`src/lru_handle_cache_manager_macros.svh`:
```
//------------------------------------------------------------------------------
// lru_handle_cache_manager_macros.svh
// Assertion macros shared by the handle cache manager.
//------------------------------------------------------------------------------
`ifndef LRU_HANDLE_CACHE_MANAGER_MACROS_SVH
`define LRU_HANDLE_CACHE_MANAGER_MACROS_SVH

// clocked check, masked while reset is held
`define LHCM_ASSERT(lbl, prop, msg) \
    lbl: assert property (@(posedge i_clk) disable iff (!i_rst_n) prop) else $error(msg);

// clocked check, also live during reset
`define LHCM_ASSERT_ALWAYS(lbl, prop, msg) \
    lbl: assert property (@(posedge i_clk) prop) else $error(msg);

`endif

```
`src/lhcm_pkg.sv`:
```
//------------------------------------------------------------------------------
// lhcm_pkg
// Types and constants of the handle cache manager.
//------------------------------------------------------------------------------
package lhcm_pkg;

    localparam int NUM_HANDLES_DEF = 32;
    localparam int NODE_HEADER_DEF = 16;
    localparam int LINK_W          = 6;
    localparam int DATA_W          = 24;
    localparam int OWNER_W         = 16;
    localparam int USED_W          = 25;
    localparam int HANDLE_W        = 8;
    localparam logic [LINK_W-1:0] NULL_LINK = 6'd63;
    localparam logic [DATA_W-1:0] CAP_RESET = 24'd1048576;

    typedef logic [LINK_W-1:0] t_link;

    typedef enum logic [2:0] {
        OP_CREATE = 3'd0,
        OP_DELETE = 3'd1,
        OP_LOCK   = 3'd2,
        OP_UNLOCK = 3'd3,
        OP_QUERY  = 3'd4
    } t_op;

    typedef enum logic [2:0] {
        ST_OK        = 3'd0,
        ST_BAD_HANDLE = 3'd1,
        ST_NO_FREE   = 3'd2,
        ST_REFUSED   = 3'd3,
        ST_TOO_LARGE = 3'd4,
        ST_NO_ROOM   = 3'd5,
        ST_EMPTY     = 3'd6
    } t_status;

    typedef enum logic [1:0] {
        KIND_UNLOAD = 2'd0,
        KIND_LOAD   = 2'd1,
        KIND_FINAL  = 2'd2
    } t_kind;

    typedef struct packed {
        t_kind               kind;
        logic [HANDLE_W-1:0] handle;
        logic [DATA_W-1:0]   size;
        logic [OWNER_W-1:0]  owner;
        t_status             status;
        logic                last;
    } t_res;

    typedef struct packed {
        logic busy;
        logic push;
    } t_ctrl_stat;

    typedef enum logic [3:0] {
        S_IDLE,
        S_DEC,
        S_LK_CHK,
        S_WALK,
        S_DROP,
        S_UL0,
        S_UL1,
        S_UL2,
        S_PS0,
        S_PS1,
        S_LOAD,
        S_LK_DONE,
        S_DEL_FIN,
        S_EMIT_FINAL
    } t_state;

endpackage

```
`src/lhcm_out.sv`:
```
//------------------------------------------------------------------------------
// lhcm_out
// Output register: holds one result until the downstream side takes it.
//------------------------------------------------------------------------------
module lhcm_out
    import lhcm_pkg::*;
(
    input  logic i_clk,
    input  logic i_rst_n,
    input  logic i_push,
    input  t_res i_res,
    output logic o_ready,
    output logic o_valid,
    input  logic i_stall,
    output t_res o_res
);

    logic r_valid;
    t_res r_res;

    assign o_ready = !r_valid || !i_stall;
    assign o_valid = r_valid;
    assign o_res   = r_res;

    always_ff @(posedge i_clk) begin
        if (!i_rst_n) begin
            r_valid <= 1'b0;
        end else if (i_push) begin
            r_valid <= 1'b1;
        end else if (!i_stall) begin
            r_valid <= 1'b0;
        end
    end

    always_ff @(posedge i_clk) begin
        if (i_push) begin
            r_res <= i_res;
        end
    end

endmodule

```
`src/lhcm_ctrl.sv`:
```
//------------------------------------------------------------------------------
// lhcm_ctrl
// Sequencer over the handle table, free list and recency list.
//------------------------------------------------------------------------------
module lhcm_ctrl
    import lhcm_pkg::*;
#(
    parameter int NUM_HANDLES = NUM_HANDLES_DEF,
    parameter int NODE_HEADER = NODE_HEADER_DEF
) (
    input  logic                i_clk,
    input  logic                i_rst_n,
    input  logic                i_valid,
    output logic                o_stall,
    input  logic [2:0]          i_op,
    input  logic [HANDLE_W-1:0] i_handle,
    input  logic [OWNER_W-1:0]  i_owner_id,
    input  logic [DATA_W-1:0]   i_data_size,
    input  logic                i_size_ok,
    input  logic                i_load_now,
    input  logic                i_cfg_we,
    input  logic [DATA_W-1:0]   i_cfg_wdata,
    input  logic                i_out_ready,
    output t_res                o_res,
    output t_ctrl_stat          o_stat
);

    localparam int IW = (NUM_HANDLES > 1) ? $clog2(NUM_HANDLES) : 1;
    localparam logic [USED_W-1:0] HDR = USED_W'(NODE_HEADER);

    t_state r_state, n_state, r_ret;

    logic [2:0]          r_op;
    logic [HANDLE_W-1:0] r_h;
    logic [OWNER_W-1:0]  r_owner;
    logic [DATA_W-1:0]   r_dsize;
    logic                r_sok, r_now, r_is_create;
    t_link               r_tgt, r_cur, r_ux, r_o, r_n;
    logic [USED_W-1:0]   r_avail, r_need, r_used;
    t_status             r_lst;
    t_res                r_fin;
    logic [DATA_W-1:0]   r_cap;
    t_link               r_free_head, r_newest, r_oldest;

    logic                r_in_use [NUM_HANDLES];
    logic                r_loaded [NUM_HANDLES];
    logic                r_pinned [NUM_HANDLES];
    logic [DATA_W-1:0]   r_bytes  [NUM_HANDLES];
    logic [OWNER_W-1:0]  r_eowner [NUM_HANDLES];
    t_link               r_free   [NUM_HANDLES];
    t_link               r_newer  [NUM_HANDLES];
    t_link               r_older  [NUM_HANDLES];

    t_link               rd_addr;
    logic [IW-1:0]       ra;
    logic                rd_in_use, rd_loaded, rd_pinned;
    logic [DATA_W-1:0]   rd_bytes;
    logic [OWNER_W-1:0]  rd_owner;
    t_link               rd_free, rd_newer, rd_older;
    logic [USED_W-1:0]   rd_node, cap_ext, avail0;
    logic                h_ok, push;

    function automatic logic link_ok(input t_link x);
        return 32'(x) < NUM_HANDLES;
    endfunction

    always_comb begin
        unique case (r_state)
            S_WALK:       rd_addr = r_cur;
            S_DROP, S_UL0: rd_addr = r_ux;
            default:      rd_addr = r_tgt;
        endcase
    end

    assign ra        = rd_addr[IW-1:0];
    assign rd_in_use = r_in_use[ra];
    assign rd_loaded = r_loaded[ra];
    assign rd_pinned = r_pinned[ra];
    assign rd_bytes  = r_bytes[ra];
    assign rd_owner  = r_eowner[ra];
    assign rd_free   = r_free[ra];
    assign rd_newer  = r_newer[ra];
    assign rd_older  = r_older[ra];
    assign rd_node   = {1'b0, rd_bytes} + HDR;
    assign cap_ext   = {1'b0, r_cap};
    assign avail0    = (r_used >= cap_ext) ? '0 : cap_ext - r_used;
    assign h_ok      = 32'(r_h) < NUM_HANDLES;

    // next state
    always_comb begin
        n_state = r_state;
        unique case (r_state)
            S_IDLE: if (i_valid) n_state = S_DEC;
            S_DEC: begin
                priority case (r_op)
                    OP_CREATE: begin
                        if (!link_ok(r_free_head) || r_owner == '0 || !r_sok) begin
                            n_state = S_EMIT_FINAL;
                        end else if (r_now) begin
                            n_state = S_LK_CHK;
                        end else begin
                            n_state = S_EMIT_FINAL;
                        end
                    end
                    OP_DELETE: begin
                        if (!h_ok || !rd_in_use) n_state = S_EMIT_FINAL;
                        else if (rd_loaded) n_state = S_DROP;
                        else n_state = S_DEL_FIN;
                    end
                    OP_LOCK: begin
                        if (!h_ok || !rd_in_use) n_state = S_EMIT_FINAL;
                        else n_state = S_LK_CHK;
                    end
                    default: n_state = S_EMIT_FINAL;
                endcase
            end
            S_LK_CHK: begin
                if (!rd_loaded) begin
                    if (rd_bytes == '0 || rd_node > cap_ext) n_state = S_LK_DONE;
                    else n_state = S_WALK;
                end else if (r_newest != r_tgt) begin
                    n_state = S_UL0;
                end else begin
                    n_state = S_LK_DONE;
                end
            end
            S_WALK: begin
                if (link_ok(r_cur) && r_avail < r_need) begin
                    if (!rd_pinned) n_state = S_DROP;
                end else if (r_avail < r_need) begin
                    n_state = S_LK_DONE;
                end else begin
                    n_state = S_PS0;
                end
            end
            S_DROP:    if (i_out_ready) n_state = S_UL0;
            S_UL0:     n_state = S_UL1;
            S_UL1:     n_state = S_UL2;
            S_UL2:     n_state = r_ret;
            S_PS0:     n_state = S_PS1;
            S_PS1:     n_state = rd_loaded ? S_LK_DONE : S_LOAD;
            S_LOAD:    if (i_out_ready) n_state = S_LK_DONE;
            S_LK_DONE: n_state = S_EMIT_FINAL;
            S_DEL_FIN: n_state = S_EMIT_FINAL;
            S_EMIT_FINAL: if (i_out_ready) n_state = S_IDLE;
            default:   n_state = S_IDLE;
        endcase
    end

    // outputs
    always_comb begin
        push  = 1'b0;
        o_res = r_fin;
        unique case (r_state)
            S_DROP: begin
                push  = i_out_ready;
                o_res = '{KIND_UNLOAD, HANDLE_W'(r_ux), rd_bytes, rd_owner, ST_OK, 1'b0};
            end
            S_LOAD: begin
                push  = i_out_ready;
                o_res = '{KIND_LOAD, HANDLE_W'(r_tgt), rd_bytes, rd_owner, ST_OK, 1'b0};
            end
            S_EMIT_FINAL: push = i_out_ready;
            default: push = 1'b0;
        endcase
    end

    assign o_stall = (r_state != S_IDLE);
    assign o_stat  = '{busy: (r_state != S_IDLE), push: push};

    always_ff @(posedge i_clk) begin
        if (!i_rst_n) begin
            r_state <= S_IDLE;
        end else begin
            r_state <= n_state;
        end
    end

    always_ff @(posedge i_clk) begin
        if (!i_rst_n) begin
            r_cap       <= CAP_RESET;
            r_free_head <= '0;
            r_newest    <= NULL_LINK;
            r_oldest    <= NULL_LINK;
            r_used      <= '0;
            for (int i = 0; i < NUM_HANDLES; i++) begin
                r_in_use[i] <= 1'b0;
                r_loaded[i] <= 1'b0;
                r_pinned[i] <= 1'b0;
                r_bytes[i]  <= '0;
                r_eowner[i] <= '0;
                r_free[i]   <= (i == NUM_HANDLES - 1) ? NULL_LINK : LINK_W'(i + 1);
            end
        end else begin
            if (i_cfg_we) begin
                r_cap <= i_cfg_wdata;
            end
            unique case (r_state)
                S_IDLE: begin
                    if (i_valid) begin
                        r_op        <= i_op;
                        r_h         <= i_handle;
                        r_owner     <= i_owner_id;
                        r_dsize     <= i_data_size;
                        r_sok       <= i_size_ok;
                        r_now       <= i_load_now;
                        r_is_create <= (i_op == OP_CREATE);
                        r_tgt       <= (i_op == OP_CREATE) ? r_free_head : LINK_W'(i_handle);
                    end
                end
                S_DEC: begin
                    priority case (r_op)
                        OP_CREATE: begin
                            if (!link_ok(r_free_head)) begin
                                r_fin <= '{KIND_FINAL, r_h, '0, '0, ST_NO_FREE, 1'b1};
                            end else if (r_owner == '0 || !r_sok) begin
                                r_fin <= '{KIND_FINAL, r_h, '0, '0, ST_REFUSED, 1'b1};
                            end else begin
                                r_free_head  <= rd_free;
                                r_in_use[ra] <= 1'b1;
                                r_loaded[ra] <= 1'b0;
                                r_pinned[ra] <= 1'b0;
                                r_bytes[ra]  <= r_dsize;
                                r_eowner[ra] <= r_owner;
                                r_fin <= '{KIND_FINAL, HANDLE_W'(r_tgt), r_dsize, r_owner,
                                           ST_OK, 1'b1};
                            end
                        end
                        OP_DELETE: begin
                            r_fin <= '{KIND_FINAL, r_h, '0, '0, ST_BAD_HANDLE, 1'b1};
                            if (h_ok && rd_in_use) begin
                                r_ux  <= r_tgt;
                                r_ret <= S_DEL_FIN;
                            end
                        end
                        OP_UNLOCK: begin
                            if (h_ok && rd_in_use) begin
                                r_pinned[ra] <= 1'b0;
                                r_fin <= '{KIND_FINAL, r_h, rd_bytes, rd_owner, ST_OK, 1'b1};
                            end else begin
                                r_fin <= '{KIND_FINAL, r_h, '0, '0, ST_BAD_HANDLE, 1'b1};
                            end
                        end
                        OP_QUERY: begin
                            if (h_ok) begin
                                r_fin <= '{KIND_FINAL, r_h, rd_bytes, rd_owner, ST_OK, 1'b1};
                            end else begin
                                r_fin <= '{KIND_FINAL, r_h, '0, '0, ST_BAD_HANDLE, 1'b1};
                            end
                        end
                        default: r_fin <= '{KIND_FINAL, r_h, '0, '0, ST_BAD_HANDLE, 1'b1};
                    endcase
                end
                S_LK_CHK: begin
                    r_lst   <= (!rd_loaded && rd_bytes == '0) ? ST_EMPTY :
                               (!rd_loaded && rd_node > cap_ext) ? ST_TOO_LARGE : ST_OK;
                    r_need  <= rd_node;
                    r_avail <= avail0;
                    r_cur   <= r_oldest;
                    r_ux    <= r_tgt;
                    r_ret   <= S_PS0;
                end
                S_WALK: begin
                    if (link_ok(r_cur) && r_avail < r_need) begin
                        r_cur <= rd_newer;
                        if (!rd_pinned) begin
                            r_ux    <= r_cur;
                            r_avail <= r_avail + rd_node;
                            r_ret   <= S_WALK;
                        end
                    end else if (r_avail < r_need) begin
                        r_lst <= ST_NO_ROOM;
                    end
                end
                S_DROP: begin
                    if (i_out_ready) begin
                        r_loaded[ra] <= 1'b0;
                        r_pinned[ra] <= 1'b0;
                        r_used       <= r_used - rd_node;
                    end
                end
                S_UL0: begin
                    r_o <= rd_older;
                    r_n <= rd_newer;
                end
                S_UL1: begin
                    if (link_ok(r_n)) r_older[r_n[IW-1:0]] <= r_o;
                    else r_newest <= r_o;
                end
                S_UL2: begin
                    if (link_ok(r_o)) r_newer[r_o[IW-1:0]] <= r_n;
                    else r_oldest <= r_n;
                end
                S_PS0: begin
                    r_older[ra] <= r_newest;
                    r_newer[ra] <= NULL_LINK;
                end
                S_PS1: begin
                    if (link_ok(r_newest)) r_newer[r_newest[IW-1:0]] <= r_tgt;
                    else r_oldest <= r_tgt;
                    r_newest <= r_tgt;
                end
                S_LOAD: begin
                    if (i_out_ready) begin
                        r_loaded[ra] <= 1'b1;
                        r_used       <= r_used + r_need;
                    end
                end
                S_LK_DONE: begin
                    if (r_lst == ST_OK) begin
                        r_pinned[ra] <= !r_is_create;
                    end
                    if (r_is_create) begin
                        r_fin <= '{KIND_FINAL, HANDLE_W'(r_tgt), r_dsize, r_owner, ST_OK, 1'b1};
                    end else if (r_lst == ST_OK) begin
                        r_fin <= '{KIND_FINAL, r_h, rd_bytes, rd_owner, ST_OK, 1'b1};
                    end else begin
                        r_fin <= '{KIND_FINAL, r_h, '0, '0, r_lst, 1'b1};
                    end
                end
                S_DEL_FIN: begin
                    r_fin <= '{KIND_FINAL, r_h, rd_bytes, rd_owner, ST_OK, 1'b1};
                    r_in_use[ra] <= 1'b0;
                    r_pinned[ra] <= 1'b0;
                    r_bytes[ra]  <= '0;
                    r_eowner[ra] <= '0;
                    r_free[ra]   <= r_free_head;
                    r_free_head  <= r_tgt;
                end
                S_EMIT_FINAL: begin
                end
                default: begin
                end
            endcase
        end
    end

endmodule

```
`src/lru_handle_cache_manager.sv`:
```
//------------------------------------------------------------------------------
// lru_handle_cache_manager
// Handle table with free list and pinned LRU cache under a byte budget.
//------------------------------------------------------------------------------
//  channel   handshake          payload
//  request   i_valid / o_stall  i_op i_handle i_owner_id i_data_size
//                               i_size_ok i_load_now
//  result    o_valid / i_stall  o_kind o_result_handle o_result_size
//                               o_result_owner o_status o_last
//  config    i_cfg_we           i_cfg_wdata (pool capacity)
//
//  The eviction walk of lock visits one recency list entry per cycle; each
//  entry it evicts first waits in S_DROP for the output to take its notice
//  and then passes through the unlink states S_UL0, S_UL1 and S_UL2.
//  Reset is synchronous and clears the table at once; no clearing pass.
//  A stalled output holds the sequencer at its next notice or response.
//------------------------------------------------------------------------------
`include "lru_handle_cache_manager_macros.svh"

module lru_handle_cache_manager
    import lhcm_pkg::*;
#(
    parameter int NUM_HANDLES = NUM_HANDLES_DEF,
    parameter int NODE_HEADER = NODE_HEADER_DEF
) (
    input  logic                i_clk,
    input  logic                i_rst_n,
    input  logic                i_valid,
    output logic                o_stall,
    input  logic [2:0]          i_op,
    input  logic [HANDLE_W-1:0] i_handle,
    input  logic [OWNER_W-1:0]  i_owner_id,
    input  logic [DATA_W-1:0]   i_data_size,
    input  logic                i_size_ok,
    input  logic                i_load_now,
    input  logic                i_cfg_we,
    input  logic [DATA_W-1:0]   i_cfg_wdata,
    output logic                o_valid,
    input  logic                i_stall,
    output logic [1:0]          o_kind,
    output logic [HANDLE_W-1:0] o_result_handle,
    output logic [DATA_W-1:0]   o_result_size,
    output logic [OWNER_W-1:0]  o_result_owner,
    output logic [2:0]          o_status,
    output logic                o_last
);

    t_res       res_in, res_out;
    t_ctrl_stat stat;
    logic       out_ready;

    lhcm_ctrl #(
        .NUM_HANDLES (NUM_HANDLES),
        .NODE_HEADER (NODE_HEADER)
    ) u_ctrl (
        .i_clk       (i_clk),
        .i_rst_n     (i_rst_n),
        .i_valid     (i_valid),
        .o_stall     (o_stall),
        .i_op        (i_op),
        .i_handle    (i_handle),
        .i_owner_id  (i_owner_id),
        .i_data_size (i_data_size),
        .i_size_ok   (i_size_ok),
        .i_load_now  (i_load_now),
        .i_cfg_we    (i_cfg_we),
        .i_cfg_wdata (i_cfg_wdata),
        .i_out_ready (out_ready),
        .o_res       (res_in),
        .o_stat      (stat)
    );

    lhcm_out u_out (
        .i_clk   (i_clk),
        .i_rst_n (i_rst_n),
        .i_push  (stat.push),
        .i_res   (res_in),
        .o_ready (out_ready),
        .o_valid (o_valid),
        .i_stall (i_stall),
        .o_res   (res_out)
    );

    assign o_kind          = res_out.kind;
    assign o_result_handle = res_out.handle;
    assign o_result_size   = res_out.size;
    assign o_result_owner  = res_out.owner;
    assign o_status        = res_out.status;
    assign o_last          = res_out.last;

    `LHCM_ASSERT(a_push_room, stat.push |-> out_ready, "push into full output")
    `LHCM_ASSERT(a_busy_after_req, (i_valid && !o_stall) |=> stat.busy, "idle after request")
    `LHCM_ASSERT(a_last_is_final, (o_valid && o_last) |-> (o_kind == KIND_FINAL), "last on notice")
    `LHCM_ASSERT_ALWAYS(a_reset_idle, !i_rst_n |=> !stat.busy, "busy after reset")

endmodule

```
`config.mk`:
```
export PLATFORM = sky130hd
export DESIGN_NAME = lru_handle_cache_manager
export DESIGN_NICKNAME = d
export VERILOG_FILES = /design/src/lhcm_pkg.sv /design/src/lhcm_out.sv /design/src/lhcm_ctrl.sv /design/src/lru_handle_cache_manager.sv
export VERILOG_INCLUDE_DIRS = /design/src /design/src/src
export SDC_FILE = /design/constraint.sdc
export NUM_CORES = 2
export LEC_CHECK = 0
export BUFFER_PORTS_ARGS = -buffer_cell sky130_fd_sc_hd__buf_4
export CORE_AREA = 2 2 651 653
export DETAILED_ROUTE_END_ITERATION = 7
export DIE_AREA = 0 0 653 655
export GPL_TIMING_DRIVEN = 0
export PLACE_DENSITY = 0.4
export SYNTH_ARGS = -nofsm -noshare
export SYNTH_HDL_FRONTEND = slang
export SYNTH_SLANG_ARGS = --single-unit
```
`constraint.sdc`:
```
create_clock -name i_clk -period 14.1 [get_ports i_clk]
set_input_delay 2.82 -clock i_clk [delete_from_list [all_inputs] [get_ports i_clk]]
set_output_delay 2.82 -clock i_clk [all_outputs]
set_load 0.05 [all_outputs]
```
==> out/results.ini <==
[sta]
period_needed_ns=13.37
min_period_over_period_pct=94.8
relSlewSlack_pct=-7.94
hold_violations=0
fin_ws_ns=0.735
finClkSkew_ns=0.0551
finalSetupViolCount=0
rsz0062_at_grt=no
timing.fmax_mhz=74.8
whs_ns=0.456
drv_slew=77
tightest_slew_ns=1.62

[placed_design]
placedInstanceArea_mm2=0.116
dp_cells=14000
pre_cts_slack_ns=0.887
hpwl_um=349000
io_buffer_count=135
place_congestion=0.880

[grt]
track_usage_pct=22.2
grt_util_met3_pct=3.63
grt_first_pass_wirelength_um=649000
met1_usage_pct=29.6
overflow=0
grt_start_max_net_pins=33
antenna_found_initial=73
grtUsageMet2_pct=35.6
grt_pass1_vias=73400
gr-max-usage-layer=met2

[synthesis]
syn_avg_cell_area_um2=12.8
syn_area_mm2=0.105
synth_top_area_cell=edfxtp_1
synth_edf_count=2100
synth_nets=8341
netlist_instances=8152
synth_top_area_share_pct=60.3
ys_types=95
synth_area_leaders=edfxtp_1, and2_1, mux4_2
synth_most_common_cell=edfxtp_1
synth-async-reset-ratio_pct=0
yosysSeqAreaShare_pct=63.5
ys.flop_type=edfxtp_1
ys_ff_latch=2268
yosysWarnings=0
yosys-top-cells-count=edfxtp_1, and2_1, nand2_1

[detailed_routing]
avgRoutedWirePerCell_um=33.6
vias=74800
drt-total-wl_um=487000
vias_per_cell=5.16
antenna_left=0
drc=0
first_pass_iters=7
drt-initial-drc-count=9927

[power]
switchingPower_w=0.0107
ir_drop_mv=0.101
leakage_nw=42.9
switching_share_pct=41.6
combinationalPowerShare_pct=40.9
powerDensity_mw_per_mm2=207
internal_power_w=0.0151
pwr-share-clk_pct=27.7
pwr-share-seq_pct=31.3

[min_path]
holdPathEnd=u_ctrl.r_in_use[16]
worstHoldPathCells=2
hold_start=u_ctrl.r_in_use[16]
hp-class=register to register

[final_layout]
stdcell_count=14500
layout-drive-gt1-share_pct=13.4
num-fill-cells=42700
area_growth_pct=19.2
design_area_mm2=0.125
nNetsFinal=8891

[status]
outcome=finished, violations left
failed_checks=max-capacitance violations, max-slew violations

[die]
pin_count=138
die_w_um=653
initial_utilization_pct=24.8
dieHeight_um=655
core_area_mm2=0.422
die-area_mm2=0.428
num_rows=239

[critical_path]
crit_arrival_ns=14.20
crit_path_top_delay_cell=clkbuf_1
r2r_end=u_ctrl.r_used[24]
critPathKind=register to register
rr_worst_depth=44
r2r_slack_ns=0.73
required_ns=14.93
end_kind=register
max_stage_delay_ns=0.65
crit_path_start_kind=register
rr_startpoint=u_ctrl.r_tgt[1]
cp_max_fo=10

[clocking]
clk_latency_ns=0.93
hold_buffers=0
cts_made_buffers=276
path_clk_slew_ns=0.06
cts_buffer_depth=4
post_cts_buffers=0
clock-root-buffer=clkbuf_16
cts_sinks=2268
h-tree-depth=5
cts_tree=yes
cts_resized=0

[flow_run]
cap_violations=9

final cells by class:
type / instances / area (µm²) / share of cell area [%]
flip-flops and latches: 2268 / 66400 / 53.2
multi-input cells: 5045 / 35400 / 28.4
clock buffers: 360 / 7430 / 5.95
well taps: 5543 / 6940 / 5.56
repair buffers: 272 / 3790 / 3.04
plain buffers: 683 / 2840 / 2.28
clock inverters: 138 / 1340 / 1.07
inverters: 156 / 586 / 0.469
diodes: 28 / 70.1 / 0.0561
cell families (layout without fill, tap and decap cells):
| family | Yosys count | count (layout) | share of synthesized area (%) |
|---|---|---|---|
| other cells | 0 | 28 | 0 |
| fa+ha+maj | 119 | 119 | 1.42 |
| xor+xnor | 120 | 120 | 1.00 |
| mux | 374 | 374 | 7.02 |
| flops | 2268 | 2268 | 63.5 |
| buf+inv | 839 | 1609 | 3.23 |
| simple gates | 3273 | 3273 | 16.6 |
| compound gates | 1159 | 1159 | 7.27 |
sequential cells by signal (all words and copies together), names as in the netlist, 32 cells and up:
signal,cells
u_ctrl.r_older,192
u_ctrl.r_bytes,768
u_ctrl.r_eowner,512
u_ctrl.r_newer,192
u_ctrl.r_pinned,32
u_out.o_res,53
u_ctrl.r_fin,51
u_ctrl.r_free,192
u_ctrl.r_in_use,32
u_ctrl.r_loaded,32
how the worst max path moves through the flow:
stage / depth (start not counted) / end / slack, ns / start
after floorplan: 41 / u_ctrl.r_avail[23] / 5.85 / u_ctrl.r_state[3]
after detailed placement: 44 / u_ctrl.r_used[24] / 0.89 / u_ctrl.r_tgt[1]
after global routing: 44 / u_ctrl.r_used[24] / 0.20 / u_ctrl.r_tgt[1]
final: 44 / u_ctrl.r_used[24] / 0.73 / u_ctrl.r_tgt[1]
after CTS: 44 / u_ctrl.r_used[24] / 0.83 / u_ctrl.r_tgt[1]
after global placement: 20 / u_ctrl.r_bytes[23][13] / -5.87 / u_ctrl.r_tgt[1]
power groups by stage:
stage                     registers (W)  clock network, W  logic [W]
after floorplan                 0.00833                 0    0.00556
after global placement          0.00832                 0     0.0102
after detailed placement        0.00822                 0     0.0104
after CTS                       0.00808           0.00723     0.0105
after global routing            0.00811           0.00748     0.0110
final                           0.00808           0.00714     0.0106
through the flow:
step           power [W]  TNS [ns]  util (%)
4_1_cts           0.0258         0      29.6
2_1_floorplan     0.0139         0         -
3_5_place_dp      0.0186         0      27.5
5_1_grt           0.0266         0      29.6
3_3_place_gp      0.0185  -4767.50      26.7
6_report          0.0258         0      29.6
layout by cell type, fill, tap and decap left out, types with 38 or more instances in the layout:
cell type  instances
edfxtp_1        2100
and2_1          1407
nand2_1          896
clkbuf_1         555
nor2_1           311
mux4_2           286
clkbuf_16        281
o21ai_0          209
dfxtp_1          168
and3_1           167
a22oi_1          159
inv_1            154
buf_4            151
nand3_1          150
a21oi_1          141
a31oi_1          133
o22ai_1          109
ha_1             104
buf_2             94
or3_1             89
buf_12            84
xnor2_1           82
mux2i_1           68
a211oi_1          67
nand4_1           62
buf_1             55
clkinv_1          47
o211ai_1          47
nor3_1            45
clkinv_2          43
a21o_1            40
o31ai_1           38
xor2_1            38
layer usage:
metal	vias to the layer above	share of wire, %
met5	-	0.0025
met2	3736	46
met3	797	7.5
met4	2	4.8
met1	39200	42
li1	31100	-
worst max-delay path, delay by kind of cell (launching register included):
kind | cells | cell delay (ns)
buffers and inverters | 15 | 5.71
AO/OA/AOI/OAI | 20 | 4.44
AND/OR/NAND/NOR | 4 | 1.49
adder cells (fa/ha/maj) | 2 | 0.59
multiplexers | 1 | 0.36
flip-flops | 1 | 0.32
XOR/XNOR | 2 | 0.25
No activity file was read; power rests on OpenSTA's default activity.
